## src/sv/csvfp_pkg.sv

```systemverilog
// ----------------------------------------------------------------------------
// csvfp_pkg
// Types and constants shared by the CSV field parser files.
// ----------------------------------------------------------------------------
`default_nettype none

package csvfp_pkg;

  localparam int ByteW       = 8;
  localparam int FieldIdxW   = 8;
  localparam int CfgIndexW   = 2;
  localparam int CfgDataW    = 8;

  // Largest field index before the counter saturates, clipped to the field width
  localparam int MaxFieldIndex = 255;
  localparam int IdxMax        = (1 << FieldIdxW) - 1;
  localparam logic [FieldIdxW-1:0] IndexLimit =
      (MaxFieldIndex > IdxMax) ? FieldIdxW'(IdxMax) : FieldIdxW'(MaxFieldIndex);

  localparam logic [ByteW-1:0] SeparatorReset = 8'd44;  // comma
  localparam logic [ByteW-1:0] QuoteReset     = 8'd34;  // double quote

  localparam logic [CfgIndexW-1:0] RegSeparator = 2'd0;
  localparam logic [CfgIndexW-1:0] RegQuote     = 2'd1;

  typedef enum logic [2:0] {
    PhStart     = 3'd0,
    PhPlain     = 3'd1,
    PhQuoted    = 3'd2,
    PhQuoteSeen = 3'd3,
    PhAfter     = 3'd4
  } csvfp_phase_e;

  typedef enum logic [1:0] {
    KindData     = 2'd0,
    KindFieldEnd = 2'd1,
    KindLineEnd  = 2'd2,
    KindEmpty    = 2'd3
  } csvfp_kind_e;

  typedef struct packed {
    logic             req_type;
    logic [ByteW-1:0] in_byte;
  } csvfp_item_t;

  typedef struct packed {
    logic                 valid;
    csvfp_kind_e          kind;
    logic [ByteW-1:0]     data;
    logic [FieldIdxW-1:0] field_idx;
  } csvfp_result_t;

endpackage

`default_nettype wire

```

## src/sv/csvfp_if.sv

```systemverilog
// ----------------------------------------------------------------------------
// csvfp channel interfaces
// Valid/ready channels for line items, parse results and register writes.
// ----------------------------------------------------------------------------
`default_nettype none

interface csvfp_in_if;
  logic                      valid;
  logic                      ready;
  logic                      req_type;
  logic [csvfp_pkg::ByteW-1:0] in_byte;

  modport source (output valid, output req_type, output in_byte, input ready);
  modport sink   (input valid, input req_type, input in_byte, output ready);
endinterface

interface csvfp_out_if;
  logic                          valid;
  logic                          ready;
  logic [1:0]                    result_kind;
  logic [csvfp_pkg::ByteW-1:0]     out_byte;
  logic [csvfp_pkg::FieldIdxW-1:0] field_index;

  modport source (output valid, output result_kind, output out_byte, output field_index,
                  input ready);
  modport sink   (input valid, input result_kind, input out_byte, input field_index,
                  output ready);
endinterface

interface csvfp_cfg_if;
  logic                          valid;
  logic                          ready;
  logic [csvfp_pkg::CfgIndexW-1:0] index;
  logic [csvfp_pkg::CfgDataW-1:0]  data;

  modport source (output valid, output index, output data, input ready);
  modport sink   (input valid, input index, input data, output ready);
endinterface

`default_nettype wire

```

## src/sv/csvfp_parse.sv

```systemverilog
// ----------------------------------------------------------------------------
// csvfp_parse
// Per-line parse state and the one-step field/quote decision for one item.
// ----------------------------------------------------------------------------
`default_nettype none

module csvfp_parse (
  input  wire logic                        clk_i,
  input  wire logic                        rst_ni,
  input  wire logic                        step_en_i,
  input  wire csvfp_pkg::csvfp_item_t      item_i,
  input  wire logic [csvfp_pkg::ByteW-1:0] separator_i,
  input  wire logic [csvfp_pkg::ByteW-1:0] quote_i,
  output csvfp_pkg::csvfp_result_t         result_o
);

  csvfp_pkg::csvfp_phase_e phase_q, phase_d;
  logic                              line_has_chars_q, line_has_chars_d;
  logic [csvfp_pkg::FieldIdxW-1:0]   field_cnt_q, field_cnt_d;
  logic                              is_quote, is_sep;

  assign is_quote = (item_i.in_byte == quote_i);
  assign is_sep   = (item_i.in_byte == separator_i);

  always_ff @(posedge clk_i or negedge rst_ni) begin
    if (!rst_ni) begin
      phase_q          <= csvfp_pkg::PhStart;
      line_has_chars_q <= 1'b0;
      field_cnt_q      <= '0;
    end else if (step_en_i) begin
      phase_q          <= phase_d;
      line_has_chars_q <= line_has_chars_d;
      field_cnt_q      <= field_cnt_d;
    end
  end

  always_comb begin
    logic field_end;
    logic emit_data;
    field_end        = 1'b0;
    emit_data        = 1'b0;
    phase_d          = phase_q;
    line_has_chars_d = line_has_chars_q;
    field_cnt_d      = field_cnt_q;
    result_o.valid     = 1'b0;
    result_o.kind      = csvfp_pkg::KindData;
    result_o.data      = '0;
    result_o.field_idx = field_cnt_q;

    if (item_i.req_type) begin
      result_o.valid = 1'b1;
      if (!line_has_chars_q) begin
        result_o.kind      = csvfp_pkg::KindEmpty;
        result_o.field_idx = '0;
      end else begin
        result_o.kind = csvfp_pkg::KindLineEnd;
      end
      phase_d          = csvfp_pkg::PhStart;
      line_has_chars_d = 1'b0;
      field_cnt_d      = '0;
    end else begin
      line_has_chars_d = 1'b1;
      unique case (phase_q)
        csvfp_pkg::PhQuoted: begin
          if (is_quote) phase_d = csvfp_pkg::PhQuoteSeen;
          else          emit_data = 1'b1;
        end
        csvfp_pkg::PhQuoteSeen: begin
          // held quote: doubled quote, closing quote + separator, or closing quote
          if (is_quote) begin
            phase_d   = csvfp_pkg::PhQuoted;
            emit_data = 1'b1;
          end else if (is_sep) begin
            field_end = 1'b1;
          end else begin
            phase_d   = csvfp_pkg::PhAfter;
            emit_data = 1'b1;
          end
        end
        csvfp_pkg::PhPlain, csvfp_pkg::PhAfter: begin
          if (is_sep) field_end = 1'b1;
          else        emit_data = 1'b1;
        end
        default: begin
          // quote meaning wins over separator when both bytes match
          if (is_quote) begin
            phase_d = csvfp_pkg::PhQuoted;
          end else if (is_sep) begin
            field_end = 1'b1;
          end else begin
            phase_d   = csvfp_pkg::PhPlain;
            emit_data = 1'b1;
          end
        end
      endcase

      if (emit_data) begin
        result_o.valid = 1'b1;
        result_o.data  = item_i.in_byte;
      end
      if (field_end) begin
        result_o.valid = 1'b1;
        result_o.kind  = csvfp_pkg::KindFieldEnd;
        phase_d        = csvfp_pkg::PhStart;
        if (field_cnt_q < csvfp_pkg::IndexLimit) field_cnt_d = field_cnt_q + 1'b1;
      end
    end
  end

  // ---- assertions ----
  a_cnt_limit: assert property (@(posedge clk_i) disable iff (!rst_ni)
    field_cnt_q <= csvfp_pkg::IndexLimit)
    else $error("field counter above limit");

  a_line_clears: assert property (@(posedge clk_i) disable iff (!rst_ni)
    step_en_i && item_i.req_type |=> !line_has_chars_q && field_cnt_q == '0 &&
      phase_q == csvfp_pkg::PhStart)
    else $error("line end did not clear parse state");

  a_cnt_moves_on_field_end: assert property (@(posedge clk_i) disable iff (!rst_ni)
    field_cnt_q != $past(field_cnt_q) |->
      $past(step_en_i) && ($past(item_i.req_type) ||
      $past(result_o.kind) == csvfp_pkg::KindFieldEnd))
    else $error("field counter changed without a field or line end");

endmodule

`default_nettype wire

```

## src/sv/csv_field_parser.sv

```systemverilog
// ----------------------------------------------------------------------------
// csv_field_parser
// CSV line splitter: one character or end-of-line per transaction in,
// at most one data/field-end/line-end/empty-line result per transaction out.
// ----------------------------------------------------------------------------
// The parser takes one transaction per clock while its input ready is high. An
// accepted item is held in an input register, is decided there by the
// quote/separator logic and, once the parse step is enabled, lands in the
// output register, from which its result is offered.
// Throughput is one item per cycle unless stalled, set by the update of the
// phase and field counter; input ready drops only while the input register
// holds an item with a result and the output register is full and not being
// taken. Register writes (separator, quote) are taken at any time
// and belong between lines while the parser is idle.
`default_nettype none

module csv_field_parser (
  input  wire logic   clk_i,
  input  wire logic   rst_ni,
  csvfp_in_if.sink    in_if,
  csvfp_out_if.source out_if,
  csvfp_cfg_if.sink   cfg_if
);

  logic [csvfp_pkg::ByteW-1:0] separator_q, quote_q;
  logic                        stage_valid_q;
  csvfp_pkg::csvfp_item_t      stage_q;
  logic                        out_valid_q;
  csvfp_pkg::csvfp_result_t    out_q;
  csvfp_pkg::csvfp_result_t    result;
  logic                        out_free, step_en, in_xact;

  // configuration registers
  assign cfg_if.ready = 1'b1;

  always_ff @(posedge clk_i or negedge rst_ni) begin
    if (!rst_ni) begin
      separator_q <= csvfp_pkg::SeparatorReset;
      quote_q     <= csvfp_pkg::QuoteReset;
    end else if (cfg_if.valid) begin
      unique case (cfg_if.index)
        csvfp_pkg::RegSeparator: separator_q <= cfg_if.data;
        csvfp_pkg::RegQuote:     quote_q     <= cfg_if.data;
        default: ;
      endcase
    end
  end

  // pipeline control
  assign out_free     = !out_valid_q || out_if.ready;
  assign step_en      = stage_valid_q && (out_free || !result.valid);
  assign in_if.ready  = !stage_valid_q || step_en;
  assign in_xact      = in_if.valid && in_if.ready;

  always_ff @(posedge clk_i or negedge rst_ni) begin
    if (!rst_ni) begin
      stage_valid_q <= 1'b0;
    end else if (in_if.ready) begin
      stage_valid_q <= in_if.valid;
    end
  end

  always_ff @(posedge clk_i) begin
    if (in_xact) begin
      stage_q.req_type <= in_if.req_type;
      stage_q.in_byte  <= in_if.in_byte;
    end
  end

  csvfp_parse u_parse (
    .clk_i       (clk_i),
    .rst_ni      (rst_ni),
    .step_en_i   (step_en),
    .item_i      (stage_q),
    .separator_i (separator_q),
    .quote_i     (quote_q),
    .result_o    (result)
  );

  always_ff @(posedge clk_i or negedge rst_ni) begin
    if (!rst_ni) begin
      out_valid_q <= 1'b0;
    end else if (out_free) begin
      out_valid_q <= step_en && result.valid;
    end
  end

  always_ff @(posedge clk_i) begin
    if (step_en && result.valid) out_q <= result;
  end

  assign out_if.valid       = out_valid_q;
  assign out_if.result_kind = out_q.kind;
  assign out_if.out_byte    = out_q.data;
  assign out_if.field_index = out_q.field_idx;

  // ---- assertions ----
  a_ready_only_blocked_by_stage: assert property (@(posedge clk_i) disable iff (!rst_ni)
    !in_if.ready |-> stage_valid_q && out_valid_q && !out_if.ready)
    else $error("input stalled without a full pipeline");

  a_nondata_zero_byte: assert property (@(posedge clk_i) disable iff (!rst_ni)
    out_valid_q && out_q.kind != csvfp_pkg::KindData |-> out_q.data == '0)
    else $error("non-data result carries a byte");

  a_empty_line_index: assert property (@(posedge clk_i) disable iff (!rst_ni)
    out_valid_q && out_q.kind == csvfp_pkg::KindEmpty |-> out_q.field_idx == '0)
    else $error("empty line result with nonzero field index");

endmodule

`default_nettype wire
```

## src/flat_wrapper.sv

```systemverilog
// flat-port wrapper written by rule: the top's interface ports become plain ports
module csv_field_parser_flat 
  (clk_i, rst_ni, in_if_valid, in_if_req_type, in_if_in_byte, in_if_ready, out_if_valid, out_if_result_kind, out_if_out_byte, out_if_field_index, out_if_ready, cfg_if_valid, cfg_if_index, cfg_if_data, cfg_if_ready);
  csvfp_in_if in_if_i ();
  csvfp_out_if out_if_i ();
  csvfp_cfg_if cfg_if_i ();
  input  wire logic clk_i;
  input  wire logic rst_ni;
  input wire logic [$bits(in_if_i.valid)-1:0] in_if_valid;
  input wire logic [$bits(in_if_i.req_type)-1:0] in_if_req_type;
  input wire logic [$bits(in_if_i.in_byte)-1:0] in_if_in_byte;
  output wire logic [$bits(in_if_i.ready)-1:0] in_if_ready;
  output wire logic [$bits(out_if_i.valid)-1:0] out_if_valid;
  output wire logic [$bits(out_if_i.result_kind)-1:0] out_if_result_kind;
  output wire logic [$bits(out_if_i.out_byte)-1:0] out_if_out_byte;
  output wire logic [$bits(out_if_i.field_index)-1:0] out_if_field_index;
  input wire logic [$bits(out_if_i.ready)-1:0] out_if_ready;
  input wire logic [$bits(cfg_if_i.valid)-1:0] cfg_if_valid;
  input wire logic [$bits(cfg_if_i.index)-1:0] cfg_if_index;
  input wire logic [$bits(cfg_if_i.data)-1:0] cfg_if_data;
  output wire logic [$bits(cfg_if_i.ready)-1:0] cfg_if_ready;
  assign in_if_i.valid = in_if_valid;
  assign in_if_i.req_type = in_if_req_type;
  assign in_if_i.in_byte = in_if_in_byte;
  assign in_if_ready = in_if_i.ready;
  assign out_if_valid = out_if_i.valid;
  assign out_if_result_kind = out_if_i.result_kind;
  assign out_if_out_byte = out_if_i.out_byte;
  assign out_if_field_index = out_if_i.field_index;
  assign out_if_i.ready = out_if_ready;
  assign cfg_if_i.valid = cfg_if_valid;
  assign cfg_if_i.index = cfg_if_index;
  assign cfg_if_i.data = cfg_if_data;
  assign cfg_if_ready = cfg_if_i.ready;
  csv_field_parser u_core (.clk_i(clk_i), .rst_ni(rst_ni), .in_if(in_if_i), .out_if(out_if_i), .cfg_if(cfg_if_i));
endmodule
```

## config.mk

```make
export PLATFORM = sky130hd
export DESIGN_NAME = csv_field_parser_flat
export DESIGN_NICKNAME = d
export VERILOG_FILES = /design/src/sv/csvfp_pkg.sv /design/src/sv/csvfp_if.sv /design/src/sv/csvfp_parse.sv /design/src/sv/csv_field_parser.sv /design/src/flat_wrapper.sv
export SDC_FILE = /design/constraint.sdc
export NUM_CORES = 1
export LEC_CHECK = 0
export ABC_AREA = 1
export CELL_PAD_IN_SITES_DETAIL_PLACEMENT = 1
export CELL_PAD_IN_SITES_GLOBAL_PLACEMENT = 1
export CORE_MARGIN = 10
export CORE_UTILIZATION = 49
export CTS_BUF_LIST = sky130_fd_sc_hd__clkbuf_8
export CTS_CLUSTER_DIAMETER = 60
export DETAILED_ROUTE_END_ITERATION = 7
export DONT_BUFFER_PORTS = 1
export PLACE_DENSITY = 0.87
export SLEW_MARGIN = 20
export SYNTH_ARGS = -nofsm -noshare
export SYNTH_HDL_FRONTEND = slang
export SYNTH_HIERARCHICAL = 1
export SYNTH_SLANG_ARGS = --single-unit
export TNS_END_PERCENT = 1
```

## constraint.sdc

```tcl
create_clock -name clk_i -period 3.8 [get_ports clk_i]
set_input_delay 0.38 -clock clk_i [delete_from_list [all_inputs] [get_ports clk_i]]
set_output_delay 0.38 -clock clk_i [all_outputs]
set_load 0.03 [all_outputs]
```

==> results.yml, run 1 <==
power:
  vdd_ir_drop_max_mv: 0.2677
  p_leak_nw: 1.569
  power.total_w: 0.001526
  power_density_nw_per_um2: 480.8
yosys:
  synthFlopType: "edfxtp_1"
  yosys-top-cells-count: "nand2_1, inv_1, nor2_1"
  synth_top_cells_by_area: "edfxtp_1, dfrtp_1, nand2_1"
  ys_ff_latch: 57
  synth_edf_count: 27
  ys_async_sr_fraction_pct: 52.63
  yosysSeqAreaShare_pct: 53.30
  netlist_area_sq_um: 2942
  yosysMostFrequentCell: "nand2_1"
  synth_area_per_cell_sq_um: 8.171
  synth_top_area_cell: "edfxtp_1"
  synth_nets: 385
  synth_cell_types: 37
  ys_warn_count: 6
  synth_cells: 360
  synth_top_area_share_pct: 27.56
timing:
  rsz0062_at_grt: "false"
  clock.fmax_ghz: 0.3234
  min_period_over_period_pct: 81.38
  worstMarginPinSlew_ps: 808.9
  finalHoldViolCount: 0
  timing.setup.tns_ps: 0
  finClkSkew_ps: 7.108
  slew_violations: 0
  finalSetupViolations: 0
  slew_headroom_pct: 45.88
  min_period_ps: 3092
  hold_slack_ps: 132.6
drt:
  detail-route-antenna-nets: 0
  route.met2.wl_mm: 3.877
  drt_iter0_drc: 106
  met3WireLength_um: 380
  wire_per_inst_um: 17.24
  first_pass_iters: 4
  wl_met1_mm: 3.353
  vias: 2349
  routed.top_layer: "met4"
  vias_per_cell: 5.267
  routed_wl_mm: 7.690
  post-route-drc-count: 0
worst_setup_path:
  cp_data_required_time_ps: 4030
  reg2reg_slack_ps: 710
  worstReg2RegEnd: "u_core/u_parse/field_cnt_q[5]"
  setup.worst_path.start_class: "flop"
  reg2regPathDepth: 19
  reg2reg_from: "u_core/stage_q[1]"
  worstPathMaxFanout: 9
  worstSetupPathType: "reg2reg"
  cp.arrival_ps: 3320
  startpoint: "u_core/stage_q[1]"
  timing.critical_path.to: "u_core/u_parse/field_cnt_q[5]"
  cp-end-kind: "flop"
outcome:
  status: "complete, no violations"
floorplan:
  die_y_um: 97.48
  num_rows: 28
  ioPinCount: 45
  die_area_sq_um: 9502
  core-area_sq_um: 5886
  fp.dieW_um: 97.48
  start_util_pct: 49.98
final_layout:
  n_fill_cell: 747
  nets: 391
  final_cells: 446
  drive_gt1_share_pct: 10.24
  area_delta_synth_final_pct: 7.869
  antennaDiodeCount: 0
clocking:
  cts_resized: 0
  clockRootBuffer: "clkbuf_8"
  htree_num_levels: 3
  clock_latency_ps: 340
  clockBufferDepth: 2
  numCtsBuffers: 9
  clk_pin_slew_worst_paths_ps: 60
  cts_sinks: 57
  post-cts-setup-buffers: 0
  hold_buffers: 2
  cts_tree: "yes"
global_route:
  grt-ovfl-total: 0
  grt_usage_pct: 16.35
  grt_pass1_wl_mm: 12.70
  grt_pass1_vias: 2552
  grt_max_degree: 31
  antenna_found_initial: 0
placement:
  dp.cells: 428
  portBuffers: 0
  hpwl_mm: 5.636
  globalplace.congestion: 0.8954
worst_hold_path:
  hold_class: "in2reg"
  min_from: "in_if_in_byte[7]"
flow_run:
  cap_violations: 0
metal layers:
metal / GRT usage, % / up-vias
li1: - / 1134
met1: 18.33 / 1159
met2: 28.10 / 47
met3: 5.405 / 9
met4: 5.928 / 0
met5: 0 / -
critical path, cell delays in order, from the launching register on:
cell,delay (ps)
edfxtp_1,450
inv_1,120
nand2_1,50
nand2_1,70
nand2_1,90
inv_1,60
nand2_1,60
nor2_1,190
nor2_1,70
a21oi_1,120
and2_1,360
nand2_1,160
nand3_1,110
nand2_1,50
inv_1,130
inv_1,70
o21ai_2,400
nand2_2,220
nand2_1,130
nand2_1,60
how the worst min path moves through the flow:
stage,end,slack (ps),depth (start not counted)
final,u_core/stage_q[7],130,0
after global routing,u_core/stage_q[7],110,0
after CTS,u_core/stage_q[7],120,0
after detailed placement,u_core/quote_q[4],90,0
after global placement,u_core/quote_q[4],90,0
after floorplan,u_core/out_if.valid,80,0
power by group:
part           internal [W]  leakage, nW  switching [W]
logic             0.0000752        0.836       0.000147
clock network      0.000243       0.0959       0.000230
registers          0.000731        0.637      0.0000986
state kept, by name, summed over array words and instances, names as in the netlist:
name                             cells
u_core/out_if.field_index            8
u_core/out_if.out_byte               8
u_core/out_if.result_kind            2
u_core/out_if.valid                  1
u_core/quote_q                       8
u_core/separator_q                   8
u_core/stage_q                       9
u_core/stage_valid_q                 1
u_core/u_parse/field_cnt_q           8
u_core/u_parse/line_has_chars_q      1
u_core/u_parse/phase_q               3
stage by stage:
step / cell area (sq um) / worst slack (ps) / util, %
after floorplan: 2942 / 1010 / -
after global placement: 2979 / 958.8 / 50.62
after detailed placement: 2979 / 729.0 / 50.62
after CTS: 3173 / 717.3 / 53.91
after global routing: 3173 / 438.9 / 53.91
final: 3173 / 707.5 / 53.91
kinds of logic after synthesis:
| logic type | Yosys count | synth area share (%) |
|---|---|---|
| adder cells (fa/ha/maj) | 1 | 0.4253 |
| other | 1 | 0.1275 |
| buffers and inverters | 56 | 8.635 |
| flip-flops | 57 | 53.30 |
| XOR/XNOR | 3 | 0.8934 |
| AO/OA/AOI/OAI | 11 | 2.297 |
| AND/OR/NAND/NOR | 231 | 34.33 |
area by class of cell:
cell class / count / area (sq um) / area share (%)
Sequential cell: 57 / 1568 / 49.41
Multi-Input combinational cell: 247 / 1124 / 35.41
Inverter: 47 / 178.9 / 5.639
Clock buffer: 10 / 137.6 / 4.338
Tap cell: 75 / 93.84 / 2.957
Timing Repair Buffer: 4 / 45.04 / 1.420
Clock inverter: 6 / 26.28 / 0.8281
cell usage in the layout (no fill, tap or decap), drive strengths merged:
master,netlist,routed
nand4,11,11
buf,6,3
xnor2,2,2
o21bai,1,1
nand2,145,145
nor4,1,1
dlygate4sd3,0,1
nand3,24,24
dfstp,5,5
nor3,3,3
clkbuf,3,10
dfrtp,25,25
o21ai,4,4
nand3b,1,1
nor3b,3,3
nor2,42,42
clkinv,0,4
inv,47,49
edfxtp,27,27
ha,1,1
a21oi,5,5
conb,1,1
and2,1,1
xor2,1,1
o21a,1,1
(Power assumes the default switching activity.)
==> run 2, diff against run 1 <==
--- a/config.mk
+++ b/config.mk
@@ -5,16 +5,16 @@
 export SDC_FILE = /design/constraint.sdc
 export NUM_CORES = 1
 export LEC_CHECK = 0
-export ABC_AREA = 1
+export ABC_AREA = 0
 export CELL_PAD_IN_SITES_DETAIL_PLACEMENT = 1
 export CELL_PAD_IN_SITES_GLOBAL_PLACEMENT = 1
 export CORE_MARGIN = 10
-export CORE_UTILIZATION = 49
+export CORE_UTILIZATION = 48
 export CTS_BUF_LIST = sky130_fd_sc_hd__clkbuf_8
 export CTS_CLUSTER_DIAMETER = 60
 export DETAILED_ROUTE_END_ITERATION = 7
 export DONT_BUFFER_PORTS = 1
-export PLACE_DENSITY = 0.87
+export PLACE_DENSITY = 0.83
 export SLEW_MARGIN = 20
 export SYNTH_ARGS = -nofsm -noshare
 export SYNTH_HDL_FRONTEND = slang
==> constraint.sdc (replaced) <==
create_clock -name clk_i -period 2.55 [get_ports clk_i]
set_input_delay 0.255 -clock clk_i [delete_from_list [all_inputs] [get_ports clk_i]]
set_output_delay 0.255 -clock clk_i [all_outputs]
set_load 0.03 [all_outputs]
==> run 2 against run 1 <==
The run now ends with setup timing left. Highest routed layer unchanged. Total power increased by 63%. First-iteration DRC count is 22% higher. Setup slack worse by 790 ps. Die area down 4.0%. Via count shrank 18%. Critical path depth down 10. Cell count decreased by 26%. Sequential share of layout area down 2.2 points. Global-route usage up 0.40 points. Count of clock-buffer cells in the layout grew 1. Flip-flop and latch count unchanged.
==> results.yml, run 2 <==
outcome:
  status: "finished with violations"
  violations: "setup timing"
drt:
  vias: 1937
  wl_met1_mm: 2.969
  met3WireLength_um: 546
  drt_iter0_drc: 129
  routed.top_layer: "met4"
  route.met2.wl_mm: 3.689
  first_pass_iters: 4
  detail-route-antenna-nets: 0
  routed_wl_mm: 7.345
  wire_per_inst_um: 22.26
  vias_per_cell: 5.870
  post-route-drc-count: 0
worst_hold_path:
  hold_path_end: "u_core/separator_q[0]"
  worstHoldPathCells: 1
  hold_class: "in2reg"
  min_from: "cfg_if_data[0]"
power:
  p_leak_nw: 1.338
  power_frac_comb_pct: 19.4
  power.total_w: 0.002493
  vdd_ir_drop_max_mv: 0.4320
  seq_power_share_pct: 50.6
  p_clk_share_pct: 30.0
  p_switching_w: 0.0007716
  power_density_nw_per_um2: 750.4
  p_sw_share_pct: 30.95
  p_int_w: 0.001721
yosys:
  synth_area_per_cell_sq_um: 12.73
  synth_xor_area_share_pct: 5.119
  synth_edf_count: 27
  synth_top_family_by_area: "simple AND/OR/NAND/NOR gates"
  yosysSeqAreaShare_pct: 57.27
  ys_async_sr_fraction_pct: 52.63
  synth_top_area_share_pct: 29.62
  netlist_area_sq_um: 2738
  synth_cell_types: 52
  yosys.area_share.simple_pct: 18.05
  synth_cells: 215
  ys_warn_count: 6
  synth_nets: 240
  ys_ff_latch: 57
  synthFlopType: "edfxtp_1"
  synth_mux_area_share_pct: 6.993
  yosys-top-cells-count: "edfxtp_1, dfrtp_1, and2_1"
  yosysMostFrequentCell: "edfxtp_1"
  synth_compound_area_share_pct: 10.19
  synth_top_area_cell: "edfxtp_1"
  synth_top_cells_by_area: "edfxtp_1, dfrtp_1, mux2_2"
  synth-adder-area-share_pct: 0.4570
worst_setup_path:
  worstReg2RegEnd: "u_core/u_parse/phase_q[2]"
  reg2reg_slack_ps: -90
  worstSetupPathType: "reg2reg"
  reg2reg_from: "u_core/stage_q[1]"
  reg2regPathDepth: 9
  cp.arrival_ps: 2870
  cp_data_required_time_ps: 2780
  cp-end-kind: "flop"
  setup.worst_path.start_class: "flop"
  worstPathMaxFanout: 6
  startpoint: "u_core/stage_q[1]"
timing:
  timing.setup.tns_ps: -381.3
  slew_violations: 0
  min_period_ps: 2637
  min_period_over_period_pct: 103.4
  finalHoldViolCount: 0
  finalSetupViolations: 7
  setup_slack_ps: -86.93
  rsz0062_at_grt: "true"
  clock.fmax_ghz: 0.3792
  finClkSkew_ps: 7.243
  slew_headroom_pct: 57.04
  hold_slack_ps: 56.85
  worstMarginPinSlew_ps: 644.4
floorplan:
  fp.dieW_um: 95.52
  die_area_sq_um: 9124
  start_util_pct: 49.72
  num_rows: 27
  die_y_um: 95.52
  ioPinCount: 45
  core-area_sq_um: 5507
global_route:
  grt_max_degree: 31
  antenna_found_initial: 0
  grt_usage_pct: 16.75
  grt-ovfl-total: 0
  grt_pass1_vias: 2100
  grt_pass1_wl_mm: 11.43
final_layout:
  area_delta_synth_final_pct: 21.34
  drive_gt1_share_pct: 29.07
  nets: 278
  mostFrequentLayoutCells: "edfxtp_1, dfrtp_1, buf_4"
  final_common_cell: "edfxtp_1"
  largest_register_ffs: 9
  largest_register: "u_core/stage_q"
  antennaDiodeCount: 0
  final_cells: 330
clocking:
  clockRootBuffer: "clkbuf_8"
  clk_pin_slew_worst_paths_ps: 60
  htree_num_levels: 3
  cts_tree: "yes"
  cts_sinks: 57
  numCtsBuffers: 9
  clock_latency_ps: 350
  clockBufferDepth: 2
placement:
  globalplace.congestion: 0.8465
  dp.cells: 297
  hpwl_mm: 4.800
  portBuffers: 0
flow_run:
  cap_violations: 0
## run 2: cell count changes after synthesis, sizes merged, moves of 7 or more
cell and change:
nor2 -35, nand2 -133, mux2 +17, and3 +7, nand4 -7, nand3 -22, xor2 +7, inv -42
and2 +19
## run 2: cells by family (layout without fill, tap and decap cells)
group,Yosys count,after routing
xor+xnor,16,16
simple gates,76,76
flops,57,57
buf+inv,11,54
other cells,1,1
mux,17,17
compound gates,36,36
fa+ha+maj,1,1
## run 2: per-layer routing
metal / track usage [%] / vias up
li1: - / 879
met1: 18.64 / 970
met2: 28.22 / 78
met3: 6.363 / 10
met4: 6.880 / 0
met5: 0 / -
## run 2: worst max-delay path, stage by stage (launching register included)
cell      delay (ps)
edfxtp_1         430
xor2_1           210
nor4_4           320
nand2_2           90
or4_4            470
a21boi_4         250
buf_4            150
inv_2             40
a311oi_4         230
mux2_4           330
## run 2: layout make-up
class	count	area, sq um
clock inverters	5	22.52
flip-flops and latches	57	1568
fillers	548	2185
clock buffers	11	151.4
repair buffers	33	304.0
multi-input cells	147	1167
well taps	72	90.09
inverters	5	18.77
## run 2: power by group through the flow
stage	Clock, W	Combinational, W	Sequential [W]
floorplan	0	0.000296	0.00124
global placement	0	0.000398	0.00127
detailed placement	0	0.000421	0.00127
CTS	0.000766	0.000461	0.00126
global route	0.000809	0.000523	0.00127
finish	0.000748	0.000485	0.00126
## run 2: worst max path at each step
| stage | endpoint | slack [ps] |
|---|---|---|
| finish | u_core/u_parse/phase_q[2] | -90 |
| floorplan | u_core/u_parse/phase_q[2] | -90 |
| CTS | u_core/u_parse/phase_q[0] | -20 |
| global route | u_core/u_parse/field_cnt_q[6] | -210 |
| global placement | u_core/u_parse/phase_q[2] | 40 |
| detailed placement | u_core/u_parse/field_cnt_q[1] | -40 |
## run 2: repair_timing
| item | in CTS | in global routing |
|---|---|---|
| gates resized for setup | 1 | 5 |
| pin swaps | 2 | 2 |
| hold buffers | 12 | 0 |
| endpoints found under the setup margin | 4 | 10 |
| buffers inserted | 0 | 5 |
| endpoints found under the hold margin | 40 | 0 |
## run 2: stage by stage
| step | cell area, sq um | setup slack, ps | util [%] |
|---|---|---|---|
| 3_5_place_dp | 2945 | -42.01 | 53.49 |
| 2_1_floorplan | 2753 | -87.85 | - |
| 3_3_place_gp | 2945 | 38.93 | 53.49 |
| 6_report | 3322 | -86.93 | 60.33 |
| 4_1_cts | 3253 | -18.04 | 59.08 |
| 5_1_grt | 3322 | -205.7 | 60.33 |
